**config.mk**
```make
export PLATFORM = sky130hd
export DESIGN_NAME = text_find_with_word_match_flat
export DESIGN_NICKNAME = d
export VERILOG_FILES = /design/src/hdl/tfw_pkg.sv /design/src/hdl/tfw_in_if.sv /design/src/hdl/tfw_out_if.sv /design/src/hdl/tfw_cfg.sv /design/src/hdl/tfw_cand.sv /design/src/hdl/text_find_with_word_match.sv /design/src/flat_wrapper.sv
export SDC_FILE = /design/constraint.sdc
export NUM_CORES = 2
export LEC_CHECK = 0
export BUFFER_PORTS_ARGS = -buffer_cell sky130_fd_sc_hd__clkbuf_2
export CORE_ASPECT_RATIO = 1.1
export CORE_MARGIN = 5
export CORE_UTILIZATION = 39
export DETAILED_ROUTE_END_ITERATION = 8
export GPL_TIMING_DRIVEN = 1
export HOLD_SLACK_MARGIN = 0.08
export PLACE_DENSITY = 0.62
export SLEW_MARGIN = 10
export SYNTH_ARGS = -nofsm -noshare
export SYNTH_HDL_FRONTEND = slang
export SYNTH_HIERARCHICAL = 1
export SYNTH_SLANG_ARGS = --single-unit
```
**constraint.sdc**
```tcl
create_clock -name clk -period 33.1 [get_ports clk]
set_input_delay 1.655 -clock clk [delete_from_list [all_inputs] [get_ports clk]]
set_output_delay 1.655 -clock clk [all_outputs]
set_load 0.02 [all_outputs]
```
**src/hdl/tfw_pkg.sv**
```systemverilog
// Shared types, constants and register codes of the text find block.
// No dependencies; the modules, the checker and the testbench import this package.
package tfw_pkg;

	localparam int PATTERN_MAX = 16;
	localparam int TEXT_MAX    = 65536;

	localparam int LEN_W     = $clog2(PATTERN_MAX + 1);
	localparam int PLEN_W    = 5;
	localparam int POS_W     = $clog2(TEXT_MAX + 1);
	localparam int SEL_W     = 16;
	localparam int END_W     = 17;
	localparam int CFG_W     = 64;
	localparam int REG_IDX_W = 3;
	localparam int WIN_D     = PATTERN_MAX + 1;

	localparam logic [7:0] CH_SPACE = 8'h20;
	localparam logic [7:0] CH_TAB   = 8'h09;
	localparam logic [7:0] CH_COMMA = 8'h2C;
	localparam logic [7:0] CH_DOT   = 8'h2E;
	localparam logic [7:0] CH_CR    = 8'h0D;

	typedef enum logic [REG_IDX_W-1:0] {
		REG_PAT_LO    = 3'd0,
		REG_PAT_HI    = 3'd1,
		REG_PAT_LEN   = 3'd2,
		REG_MATCH_CASE = 3'd3,
		REG_WHOLE_WORD = 3'd4,
		REG_SEARCH_DOWN = 3'd5,
		REG_SEL_START = 3'd6,
		REG_SEL_END   = 3'd7
	} tfw_reg_t;

	typedef logic [PATTERN_MAX-1:0][7:0] tfw_pat_t;
	typedef logic [WIN_D-1:0][7:0] tfw_win_t;

	typedef struct packed {
		tfw_pat_t         pat;
		logic [LEN_W-1:0] len;
		logic             match_case;
		logic             whole_word;
		logic             search_down;
		logic [SEL_W-1:0] sel_start;
		logic [SEL_W-1:0] sel_end;
	} tfw_cfg_t;

	typedef struct packed {
		logic exact;
		logic folded;
		logic pre_delim;
	} tfw_cand_t;

	typedef struct packed {
		logic             sel_holds;
		logic             have_match;
		logic [SEL_W-1:0] best;
	} tfw_srch_t;

endpackage

```
**src/hdl/tfw_in_if.sv**
```systemverilog
// Input channel: one text byte per item with its end mark.
// Depends on nothing.
interface tfw_in_if;
	logic       valid;
	logic       ready;
	logic [7:0] text_char;
	logic       last_char;

	modport source (output valid, output text_char, output last_char, input ready);
	modport sink (input valid, input text_char, input last_char, output ready);
endinterface

```
**src/hdl/tfw_out_if.sv**
```systemverilog
// Result channel: one search result per text.
// Depends on nothing.
interface tfw_out_if;
	logic        valid;
	logic        ready;
	logic        found;
	logic [15:0] match_start;
	logic [16:0] match_end;
	logic        text_overflow;

	modport source (output valid, output found, output match_start, output match_end,
		output text_overflow, input ready);
	modport sink (input valid, input found, input match_start, input match_end,
		input text_overflow, output ready);
endinterface

```
**src/hdl/tfw_cfg.sv**
```systemverilog
// Configuration register file of the text find block.
// Depends on tfw_pkg.
module tfw_cfg
	import tfw_pkg::*;
(
	input  logic                 clk,
	input  logic                 arst_n,
	input  logic                 cfg_we,
	input  logic [REG_IDX_W-1:0] cfg_index,
	input  logic [CFG_W-1:0]     cfg_wdata,
	output tfw_cfg_t             cfg
);

	logic [63:0]       pat_lo_q;
	logic [63:0]       pat_hi_q;
	logic [PLEN_W-1:0] len_q;
	logic              match_case_q;
	logic              whole_word_q;
	logic              search_down_q;
	logic [SEL_W-1:0]  sel_start_q;
	logic [SEL_W-1:0]  sel_end_q;

	always_ff @(posedge clk or negedge arst_n) begin
		if (!arst_n) begin
			pat_lo_q      <= '0;
			pat_hi_q      <= '0;
			len_q         <= PLEN_W'(1);
			match_case_q  <= 1'b0;
			whole_word_q  <= 1'b0;
			search_down_q <= 1'b1;
			sel_start_q   <= '0;
			sel_end_q     <= '0;
		end else if (cfg_we) begin
			case (cfg_index)
				REG_PAT_LO:      pat_lo_q      <= cfg_wdata[63:0];
				REG_PAT_HI:      pat_hi_q      <= cfg_wdata[63:0];
				REG_PAT_LEN:     len_q         <= cfg_wdata[PLEN_W-1:0];
				REG_MATCH_CASE:  match_case_q  <= cfg_wdata[0];
				REG_WHOLE_WORD:  whole_word_q  <= cfg_wdata[0];
				REG_SEARCH_DOWN: search_down_q <= cfg_wdata[0];
				REG_SEL_START:   sel_start_q   <= cfg_wdata[SEL_W-1:0];
				REG_SEL_END:     sel_end_q     <= cfg_wdata[SEL_W-1:0];
				default: ;
			endcase
		end
	end

	always_comb begin
		for (int i = 0; i < PATTERN_MAX; i++) begin
			if (i < 8)
				cfg.pat[i] = pat_lo_q[8*i +: 8];
			else if (i < 16)
				cfg.pat[i] = pat_hi_q[8*(i-8) +: 8];
			else
				cfg.pat[i] = 8'h00;
		end
		// clamp length into 1 .. PATTERN_MAX
		if (len_q == '0)
			cfg.len = LEN_W'(1);
		else if (int'(len_q) > PATTERN_MAX)
			cfg.len = LEN_W'(PATTERN_MAX);
		else
			cfg.len = LEN_W'(len_q);
		cfg.match_case  = match_case_q;
		cfg.whole_word  = whole_word_q;
		cfg.search_down = search_down_q;
		cfg.sel_start   = sel_start_q;
		cfg.sel_end     = sel_end_q;
	end

endmodule

```
**src/hdl/tfw_cand.sv**
```systemverilog
// Compares one candidate alignment of the byte window against the pattern.
// Depends on tfw_pkg. Window byte len-1-i lines up with pattern byte i.
module tfw_cand
	import tfw_pkg::*;
(
	input  tfw_win_t  win,
	input  tfw_cfg_t  cfg,
	output tfw_cand_t res
);

	function automatic logic [7:0] fold(input logic [7:0] c);
		logic [7:0] r;
		r = c;
		if (c inside {[8'h41:8'h5A]})
			r = c + 8'd32;
		return r;
	endfunction

	function automatic logic is_delim(input logic [7:0] c);
		return c inside {CH_SPACE, CH_TAB, CH_COMMA, CH_DOT, CH_CR};
	endfunction

	always_comb begin
		logic [LEN_W-1:0] idx;
		logic [7:0]       t;
		res.exact  = 1'b1;
		res.folded = 1'b1;
		for (int i = 0; i < PATTERN_MAX; i++) begin
			idx = cfg.len - LEN_W'(i + 1);
			t   = win[idx];
			if (i < int'(cfg.len)) begin
				if (t != cfg.pat[i])
					res.exact = 1'b0;
				if (fold(t) != fold(cfg.pat[i]))
					res.folded = 1'b0;
			end
		end
		res.pre_delim = is_delim(win[cfg.len]);
	end

endmodule

```
**src/hdl/text_find_with_word_match.sv**
```systemverilog
// Top level of the text find block: input stage, search state, result register.
// Depends on tfw_pkg, tfw_in_if, tfw_out_if, tfw_cfg, tfw_cand.
//
//  channel   dir   handshake        payload
//  text      in    valid/ready      text_char[7:0], last_char
//  result    out   valid/ready      found, match_start[15:0], match_end[16:0], text_overflow
//  cfg_*     in    cfg_we           cfg_index[2:0], cfg_wdata[63:0]
//
// One byte per cycle sustained, but for a last byte held by a full result register;
// the window is compared at all pattern positions while a byte sits in the input stage.
// The result register takes the result when the input stage passes on the last byte.
// Reset clears the search state and the handshake flags; no clearing pass.
// Only the last byte waits on a full result register; other bytes keep moving.
module text_find_with_word_match
	import tfw_pkg::*;
(
	input  logic                 clk,
	input  logic                 arst_n,
	tfw_in_if.sink               text,
	tfw_out_if.source            result,
	input  logic                 cfg_we,
	input  logic [REG_IDX_W-1:0] cfg_index,
	input  logic [CFG_W-1:0]     cfg_wdata
);

	tfw_cfg_t cfg;

	logic       valid_s1;
	logic [7:0] char_s1;
	logic       last_s1;

	tfw_win_t         win_q;
	logic [POS_W-1:0] pos_q;
	tfw_srch_t        srch_q;
	logic             ovf_q;

	logic             out_valid_q;
	logic             out_found_q;
	logic [SEL_W-1:0] out_start_q;
	logic [END_W-1:0] out_end_q;
	logic             out_ovf_q;

	logic             advance;
	logic             room;
	tfw_win_t         win_sh;
	tfw_win_t         win_b;
	logic [POS_W-1:0] pos_n;
	logic [POS_W-1:0] diff_a;
	logic [POS_W-1:0] diff_b;
	logic             cand_a_v;
	logic             cand_b_v;
	tfw_cand_t        cand_a;
	tfw_cand_t        cand_b;
	tfw_srch_t        srch_a;
	tfw_srch_t        srch_b;

	tfw_cfg u_cfg (
		.clk       (clk),
		.arst_n    (arst_n),
		.cfg_we    (cfg_we),
		.cfg_index (cfg_index),
		.cfg_wdata (cfg_wdata),
		.cfg       (cfg)
	);

	// candidate ending just before the new byte; the new byte is its trailing char
	tfw_cand u_cand_a (
		.win (win_q),
		.cfg (cfg),
		.res (cand_a)
	);

	// candidate ending at the text end
	tfw_cand u_cand_b (
		.win (win_b),
		.cfg (cfg),
		.res (cand_b)
	);

	function automatic logic is_delim(input logic [7:0] c);
		return c inside {CH_SPACE, CH_TAB, CH_COMMA, CH_DOT, CH_CR};
	endfunction

	function automatic tfw_srch_t consider(input tfw_srch_t st, input logic [SEL_W-1:0] p,
		input tfw_cand_t c, input logic post, input tfw_cfg_t k);
		tfw_srch_t        r;
		logic             hit;
		logic [SEL_W:0]   origin;
		r   = st;
		hit = k.match_case ? c.exact : c.folded;
		if (k.whole_word)
			hit = hit && ((p == '0) || c.pre_delim) && post;
		if (p == k.sel_start)
			r.sel_holds = (k.sel_end >= k.sel_start) &&
				((k.sel_end - k.sel_start) == SEL_W'(k.len)) && c.folded;
		if (k.search_down) begin
			origin = {1'b0, k.sel_start} + (SEL_W+1)'(r.sel_holds);
			if (!r.have_match && hit && ({1'b0, p} >= origin)) begin
				r.have_match = 1'b1;
				r.best       = p;
			end
		end else if (hit && ((p < k.sel_start) || ((p == k.sel_start) && !r.sel_holds))) begin
			r.have_match = 1'b1;
			r.best       = p;
		end
		return r;
	endfunction

	assign advance    = valid_s1 && (!last_s1 || !out_valid_q || result.ready);
	assign text.ready = !valid_s1 || advance;

	always_comb begin
		room     = pos_q < POS_W'(TEXT_MAX);
		win_sh   = {win_q[WIN_D-2:0], char_s1};
		win_b    = room ? win_sh : win_q;
		pos_n    = room ? pos_q + POS_W'(1) : pos_q;
		diff_a   = pos_q - POS_W'(cfg.len);
		diff_b   = pos_n - POS_W'(cfg.len);
		cand_a_v = room && (pos_q >= POS_W'(cfg.len));
		cand_b_v = last_s1 && (pos_n >= POS_W'(cfg.len));
		srch_a   = cand_a_v ? consider(srch_q, diff_a[SEL_W-1:0], cand_a,
			is_delim(char_s1), cfg) : srch_q;
		srch_b   = cand_b_v ? consider(srch_a, diff_b[SEL_W-1:0], cand_b,
			cfg.search_down, cfg) : srch_a;
	end

	always_ff @(posedge clk or negedge arst_n) begin
		if (!arst_n) begin
			valid_s1 <= 1'b0;
		end else if (text.valid && text.ready) begin
			valid_s1 <= 1'b1;
		end else if (advance) begin
			valid_s1 <= 1'b0;
		end
	end

	always_ff @(posedge clk) begin
		if (text.valid && text.ready) begin
			char_s1 <= text.text_char;
			last_s1 <= text.last_char;
		end
	end

	always_ff @(posedge clk or negedge arst_n) begin
		if (!arst_n) begin
			win_q  <= '0;
			pos_q  <= '0;
			srch_q <= '0;
			ovf_q  <= 1'b0;
		end else if (advance) begin
			if (last_s1) begin
				// text done: return the search to its idle values
				win_q  <= '0;
				pos_q  <= '0;
				srch_q <= '0;
				ovf_q  <= 1'b0;
			end else begin
				win_q  <= win_b;
				pos_q  <= pos_n;
				srch_q <= srch_b;
				ovf_q  <= ovf_q || !room;
			end
		end
	end

	always_ff @(posedge clk or negedge arst_n) begin
		if (!arst_n) begin
			out_valid_q <= 1'b0;
		end else if (advance && last_s1) begin
			out_valid_q <= 1'b1;
		end else if (result.ready) begin
			out_valid_q <= 1'b0;
		end
	end

	always_ff @(posedge clk) begin
		if (advance && last_s1) begin
			out_found_q <= srch_b.have_match;
			out_start_q <= srch_b.have_match ? srch_b.best : '0;
			out_end_q   <= srch_b.have_match ?
				END_W'(srch_b.best) + END_W'(cfg.len) : '0;
			out_ovf_q   <= ovf_q || !room;
		end
	end

	assign result.valid         = out_valid_q;
	assign result.found         = out_found_q;
	assign result.match_start   = out_start_q;
	assign result.match_end     = out_end_q;
	assign result.text_overflow = out_ovf_q;

endmodule

```
**src/flat_wrapper.sv**
```systemverilog
// flat-port wrapper written by rule: the top's interface ports become plain ports
module text_find_with_word_match_flat import tfw_pkg::*;
  (clk, arst_n, cfg_we, cfg_index, cfg_wdata, text_valid, text_text_char, text_last_char, text_ready, result_valid, result_found, result_match_start, result_match_end, result_text_overflow, result_ready);
  tfw_in_if text_i ();
  tfw_out_if result_i ();
  input  logic clk;
  input  logic arst_n;
  input  logic cfg_we;
  input  logic [REG_IDX_W-1:0] cfg_index;
  input  logic [CFG_W-1:0] cfg_wdata;
  input wire logic [$bits(text_i.valid)-1:0] text_valid;
  input wire logic [$bits(text_i.text_char)-1:0] text_text_char;
  input wire logic [$bits(text_i.last_char)-1:0] text_last_char;
  output wire logic [$bits(text_i.ready)-1:0] text_ready;
  output wire logic [$bits(result_i.valid)-1:0] result_valid;
  output wire logic [$bits(result_i.found)-1:0] result_found;
  output wire logic [$bits(result_i.match_start)-1:0] result_match_start;
  output wire logic [$bits(result_i.match_end)-1:0] result_match_end;
  output wire logic [$bits(result_i.text_overflow)-1:0] result_text_overflow;
  input wire logic [$bits(result_i.ready)-1:0] result_ready;
  assign text_i.valid = text_valid;
  assign text_i.text_char = text_text_char;
  assign text_i.last_char = text_last_char;
  assign text_ready = text_i.ready;
  assign result_valid = result_i.valid;
  assign result_found = result_i.found;
  assign result_match_start = result_i.match_start;
  assign result_match_end = result_i.match_end;
  assign result_text_overflow = result_i.text_overflow;
  assign result_i.ready = result_ready;
  text_find_with_word_match u_core (.clk(clk), .arst_n(arst_n), .text(text_i), .result(result_i), .cfg_we(cfg_we), .cfg_index(cfg_index), .cfg_wdata(cfg_wdata));
endmodule
```
# Yosys cells after proc, flatten, opt, wreduce, memory -nomap -nowiden
# Index checks and enable logic that the tools add are counted.
# op_classes
muxes	286
eq_ne	89
reduce_logical	101
add_sub_neg	71
magnitude_cmp	138
# op_table
op	n
8-bit binary-select mux with 5-bit select	34
8-bit two-way mux	130
8-bit != test	64
8-bit by 6-bit adder with 8-bit output, second input constant	48
8-bit by 7-bit >= comparator with 1-bit output, second input constant	48
8-bit by 7-bit less-or-equal comparator with 1-bit output, second input constant	48
136-bit two-way mux	2
17-bit two-way mux	8
5-bit by 6-bit less-than comparator with 1-bit output, second input constant	17
1-bit two-way mux	75
8-bit by 6-bit equality test with 1-bit output, second input constant	9
1-bit logical AND	68
2-bit two-way mux	32
18-bit two-way mux	3
8-bit by 4-bit equality test with 1-bit output, second input constant	6
4-bit by 5-bit less-than comparator with 1-bit output, first input constant	8
5-bit by 4-bit subtractor with 5-bit output, second input constant	8
16-bit by 1-bit adder with 17-bit output	2
16-bit by 17-bit >= comparator with 1-bit output	2
17-bit by 5-bit >= comparator with 1-bit output	2
16-bit equality test	2
16-bit logical NOT	2
16-bit less-than comparator	2
16-bit by 5-bit subtractor with 16-bit output	2
other kinds (25)	63
# totals
elab_cells	723
inputBits	81
output_inout_bits	37
regBits	386

# Logic depth before layout (Yosys ltp)
# depth
ltp_word	61
depth_mapped	61
depth_no_buf	48

# Hierarchy
# Netlist, hierarchy kept.
# by_module_without_submodules
module	instances	area_per_inst_um2	cells_per_inst	seq_area_each_um2
tfw_cand	2	15797.7	2027	0.0
text_find_with_word_match	1	15989.1	1748	5675.4
tfw_cfg	1	6467.5	373	4206.5

# Worst setup path before layout
# OpenSTA, ideal clock, no wires.
# synth_path
path_kind	reg-to-reg
startpoint	reg u_core.u_cfg.len_q[2]
endpoint	reg u_core.out_end_q[11], in the netlist u_core/result.match_end[11], data pin
setup_slack_ns	21.388
period_less_slack_ns	11.712
setup_ns	0.133
n_path_buf	13
t_arrival_ns	11.579
required_time_ns	32.967
stages_incl_launch_ff	57
cell_sequence	dfrtp_1 > or3_1 > a21oi_1 > buf_6 > buf_6 > buf_8 > buf_6 > inv_1 > buf_2 > buf_2 > ha_1 > buf_2 > buf_2 > clkbuf_1 > clkbuf_1 > mux2_2 > a21oi_1 > o21ai_0 > [... 21 more ...] > nor4bb_1 > o2111ai_2 > nand2_4 > buf_2 > mux2_2 > nor2_1 > a21oi_1 > ha_1 > a21o_1 > a21oi_1 > nor2b_1 > o21ai_0 > nand2b_1 > clkbuf_1 > inv_1 > or2_2 > o311ai_0 > o2111a_1
# synth_rtl
element	line	text
start, declared	tfw_cfg.sv:16	logic [PLEN_W-1:0] len_q;
start signal, assigned	tfw_cfg.sv:37	REG_PAT_LEN: len_q <= cfg_wdata[PLEN_W-1:0];
end signal, assigned	text_find_with_word_match.sv:180	out_end_q <= srch_b.have_match ?
end, declared	text_find_with_word_match.sv:40	logic [END_W-1:0] out_end_q;

==> metrics.yaml <==
status: "finished, violations left"
violations: "design-rule violations, max-capacitance violations, max-slew violations"
clkSlewWorstSetupHoldPaths_ps: 60
final_cell_mix: "643 x nand2_1, 401 x mux2i_1, 398 x mux2_2"
startpoint_type: "flip-flop"
reg2reg_from: "u_core/u_cfg/len_q[4]"
p_total_mw: 4.05
syn_area_per_cell_um2: 8.75
clk_latency_ps: 690
period_needed_ps: 14770
cp.required_ps: 33660
die_h_um: 400
grt_overflow: 0
hold_start: "u_core/u_cfg/sel_end_q[0]"
synth_seq_cells: 386
wl_per_cell_um: 37.0
reg2reg_depth: 44
cts-htree-levels: 2
setup-violations-final: 0
ys_types: 123
vias: 54786
wl_met3_um: 28900
netlist_instances: 6175
post_cts_buffers: 0
grt_pass1_vias: 51480
antenna_found_initial: 19
top_level_ports: 118
cts_tree: "done"
critical_path_class: "reg -> reg"
fmax_mhz: 67.7
maxCapViolCount: 2
clockBufferDepth: 3
globalplace.congestion: 1.08
routed_via_density: 6.92
place_ws_ps: 18630
peakVddDrop_mv: 0.0572
drc_errors: 1
end_kind: "flip-flop"
die_width_um: 365
slowest_delay_ps: 960
synth-async-reset-ratio_pct: 88.6
num-nets-final: 6346
synth-main-ff-cell: "dfrtp_1"
rows: 143
hold_end: "u_core/u_cfg/sel_end_q[0]"
die-area_um2: 146000
min_path_cells: 1
netlist.area_leader.share_pct: 15.7
slowest_stage: "o21ai_4"
synth_warnings: 6
tns_ps: 0
report.final.slew_viol_count: 2
seq_area_um2: 9890
cp_max_fo: 101
grt_first_pass_wirelength_um: 404000
grt_start_max_net_pins: 105
yosysSeqAreaShare_pct: 18.3
worst_slew_pin_slew_ps: 1530
multiInputGateArea_um2: 41600
fill_cells: 13766
start_util_pct: 39.2
synth_edf_count: 44
post_cts_resized: 0
static-leakage-power_nw: 22.8
pwr_density_cell_nw_per_um2: 70.2
period_share_pct: 44.6
core_um2: 138000
fin_skew_ps: 86.7
rrSetupSlack_ps: 18330
area_growth_pct: 6.59
numClockSinks: 386
drt-met1-wl_um: 109000
mostFrequentLayoutCell: "nand2_1"
final_layout_size_suffix_gt1_share_pct: 17.8
track_usage_pct: 38.5
netlist_area_um2: 54100
hold_buffers: 0
setup_ws_ps: 18330
fin_hold_ws_ps: 507
cpMostUsedCell: "ha_1"
max_slew_margin_pct: -2.22
worst_hold_path_type: "reg -> reg"
cts_buffers: 48
postRouteAntennaNets: 0
synthTopCellsByArea: "dfrtp_1 16%, mux4_2 8.6%, mux2_2 8.3%, mux2i_1 7.4%, xnor2_1 4.7%"
cp.arrival_ps: 15330
wirelength_um: 293000
first_iter_violations: 7397
postLayoutCellArea_um2: 57600
wl_met2_um: 126000
cts_root_buffer: "clkbuf_16"
rsz0062_at_grt: "false"
drtPass1Iterations: 9
placed_area_um2: 56000
hpwl_um: 232000
rr_endpoint: "u_core/result.match_end[11]"
io_buffers: 117
synthesis.nets: 6459
synth_top_cell_by_area: "dfrtp_1"
finalHoldViolCount: 0
topRoutingLayerUsed: "met5"
[through the flow]
step | utilization [%] | cells
6_report | 41.8 | 7921
5_1_grt | 41.7 | 7910
2_1_floorplan | - | 6175
3_5_place_dp | 40.6 | 7824
4_1_cts | 41.7 | 7910
3_3_place_gp | 40.6 | 7824
[worst max-delay path: cells and delay by family (launching register included)]
kind / cells / cell delay, ps
xor+xnor: 3 / 960
fa+ha+maj: 4 / 1240
flops: 1 / 710
buf+inv: 4 / 2110
simple gates: 15 / 4400
compound gates: 17 / 4820
mux: 1 / 180
[power by group]
group	leakage [nW]	internal (mW)	switching (mW)
Clock	0.772	0.307	0.240
Combinational	17.2	0.977	1.80
Sequential	4.84	0.531	0.188
[cell families after synthesis]
logic type	synth area share (%)
AOI/OAI and AO/OA	18.3
buffers and inverters	5.03
muxes	25.9
and+or+nand+nor	19.6
adders and majority gates	4.75
xor gates and xnor gates	8.09
DFF	18.3
[cells in the mapped netlist (all sizes together), types with 47 or more instances]
cell type  instances
or3               65
nand2            645
a211oi            47
nor2b             56
xor2             190
dfrtp            340
and3              60
a22oi            122
nor2             326
nor3             159
xnor2            291
a21oi            218
a21o              56
nand3            196
o21ai            207
nand3b           150
clkbuf           234
buf              187
mux4             206
mux2             470
nor4              52
nand4             80
a31oi            122
nand2b            48
and2              60
mux2i            405
ha               199
inv              138
o22ai            110
[flip-flops by register name, summed over array words and instances, names as in the netlist, 5 cells and up]
register	cells
u_core/win_q	136
u_core/u_cfg/pat_hi_q	64
u_core/u_cfg/pat_lo_q	64
u_core/srch_q	18
u_core/pos_q	17
u_core/result.match_end	17
u_core/result.match_start	16
u_core/u_cfg/sel_end_q	16
u_core/u_cfg/sel_start_q	16
u_core/char_s1	8
u_core/u_cfg/len_q	5
[worst max-delay path by stage]
stage                                startpoint                           to  slack, ps
after floorplan           u_core/u_cfg/len_q[2]  u_core/result.match_end[11]      21390
after global placement    u_core/u_cfg/len_q[4]  u_core/result.match_end[14]      18800
after detailed placement  u_core/u_cfg/len_q[4]  u_core/result.match_end[11]      18630
after CTS                 u_core/u_cfg/len_q[4]  u_core/result.match_end[11]      18660
after global routing      u_core/u_cfg/len_q[4]  u_core/result.match_end[11]      17380
final                     u_core/u_cfg/len_q[4]  u_core/result.match_end[11]      18330
[metal layers]
layer | track usage [%] | up-vias
li1 | - | 23371
met1 | 46.0 | 27149
met2 | 58.5 | 3331
met3 | 10.5 | 921
met4 | 29.7 | 14
met5 | 0.0332 | -
[layout make-up]
cell class              instances  area share (%)
multi-input cells            5228            72.2
repair buffers                258            2.89
clock buffers                  62            2.33
diodes                         11          0.0478
inverters                     140           0.912
clock inverters                24           0.476
well taps                    1812            3.94
flip-flops and latches        386            17.2
(Power assumes the default switching activity.)
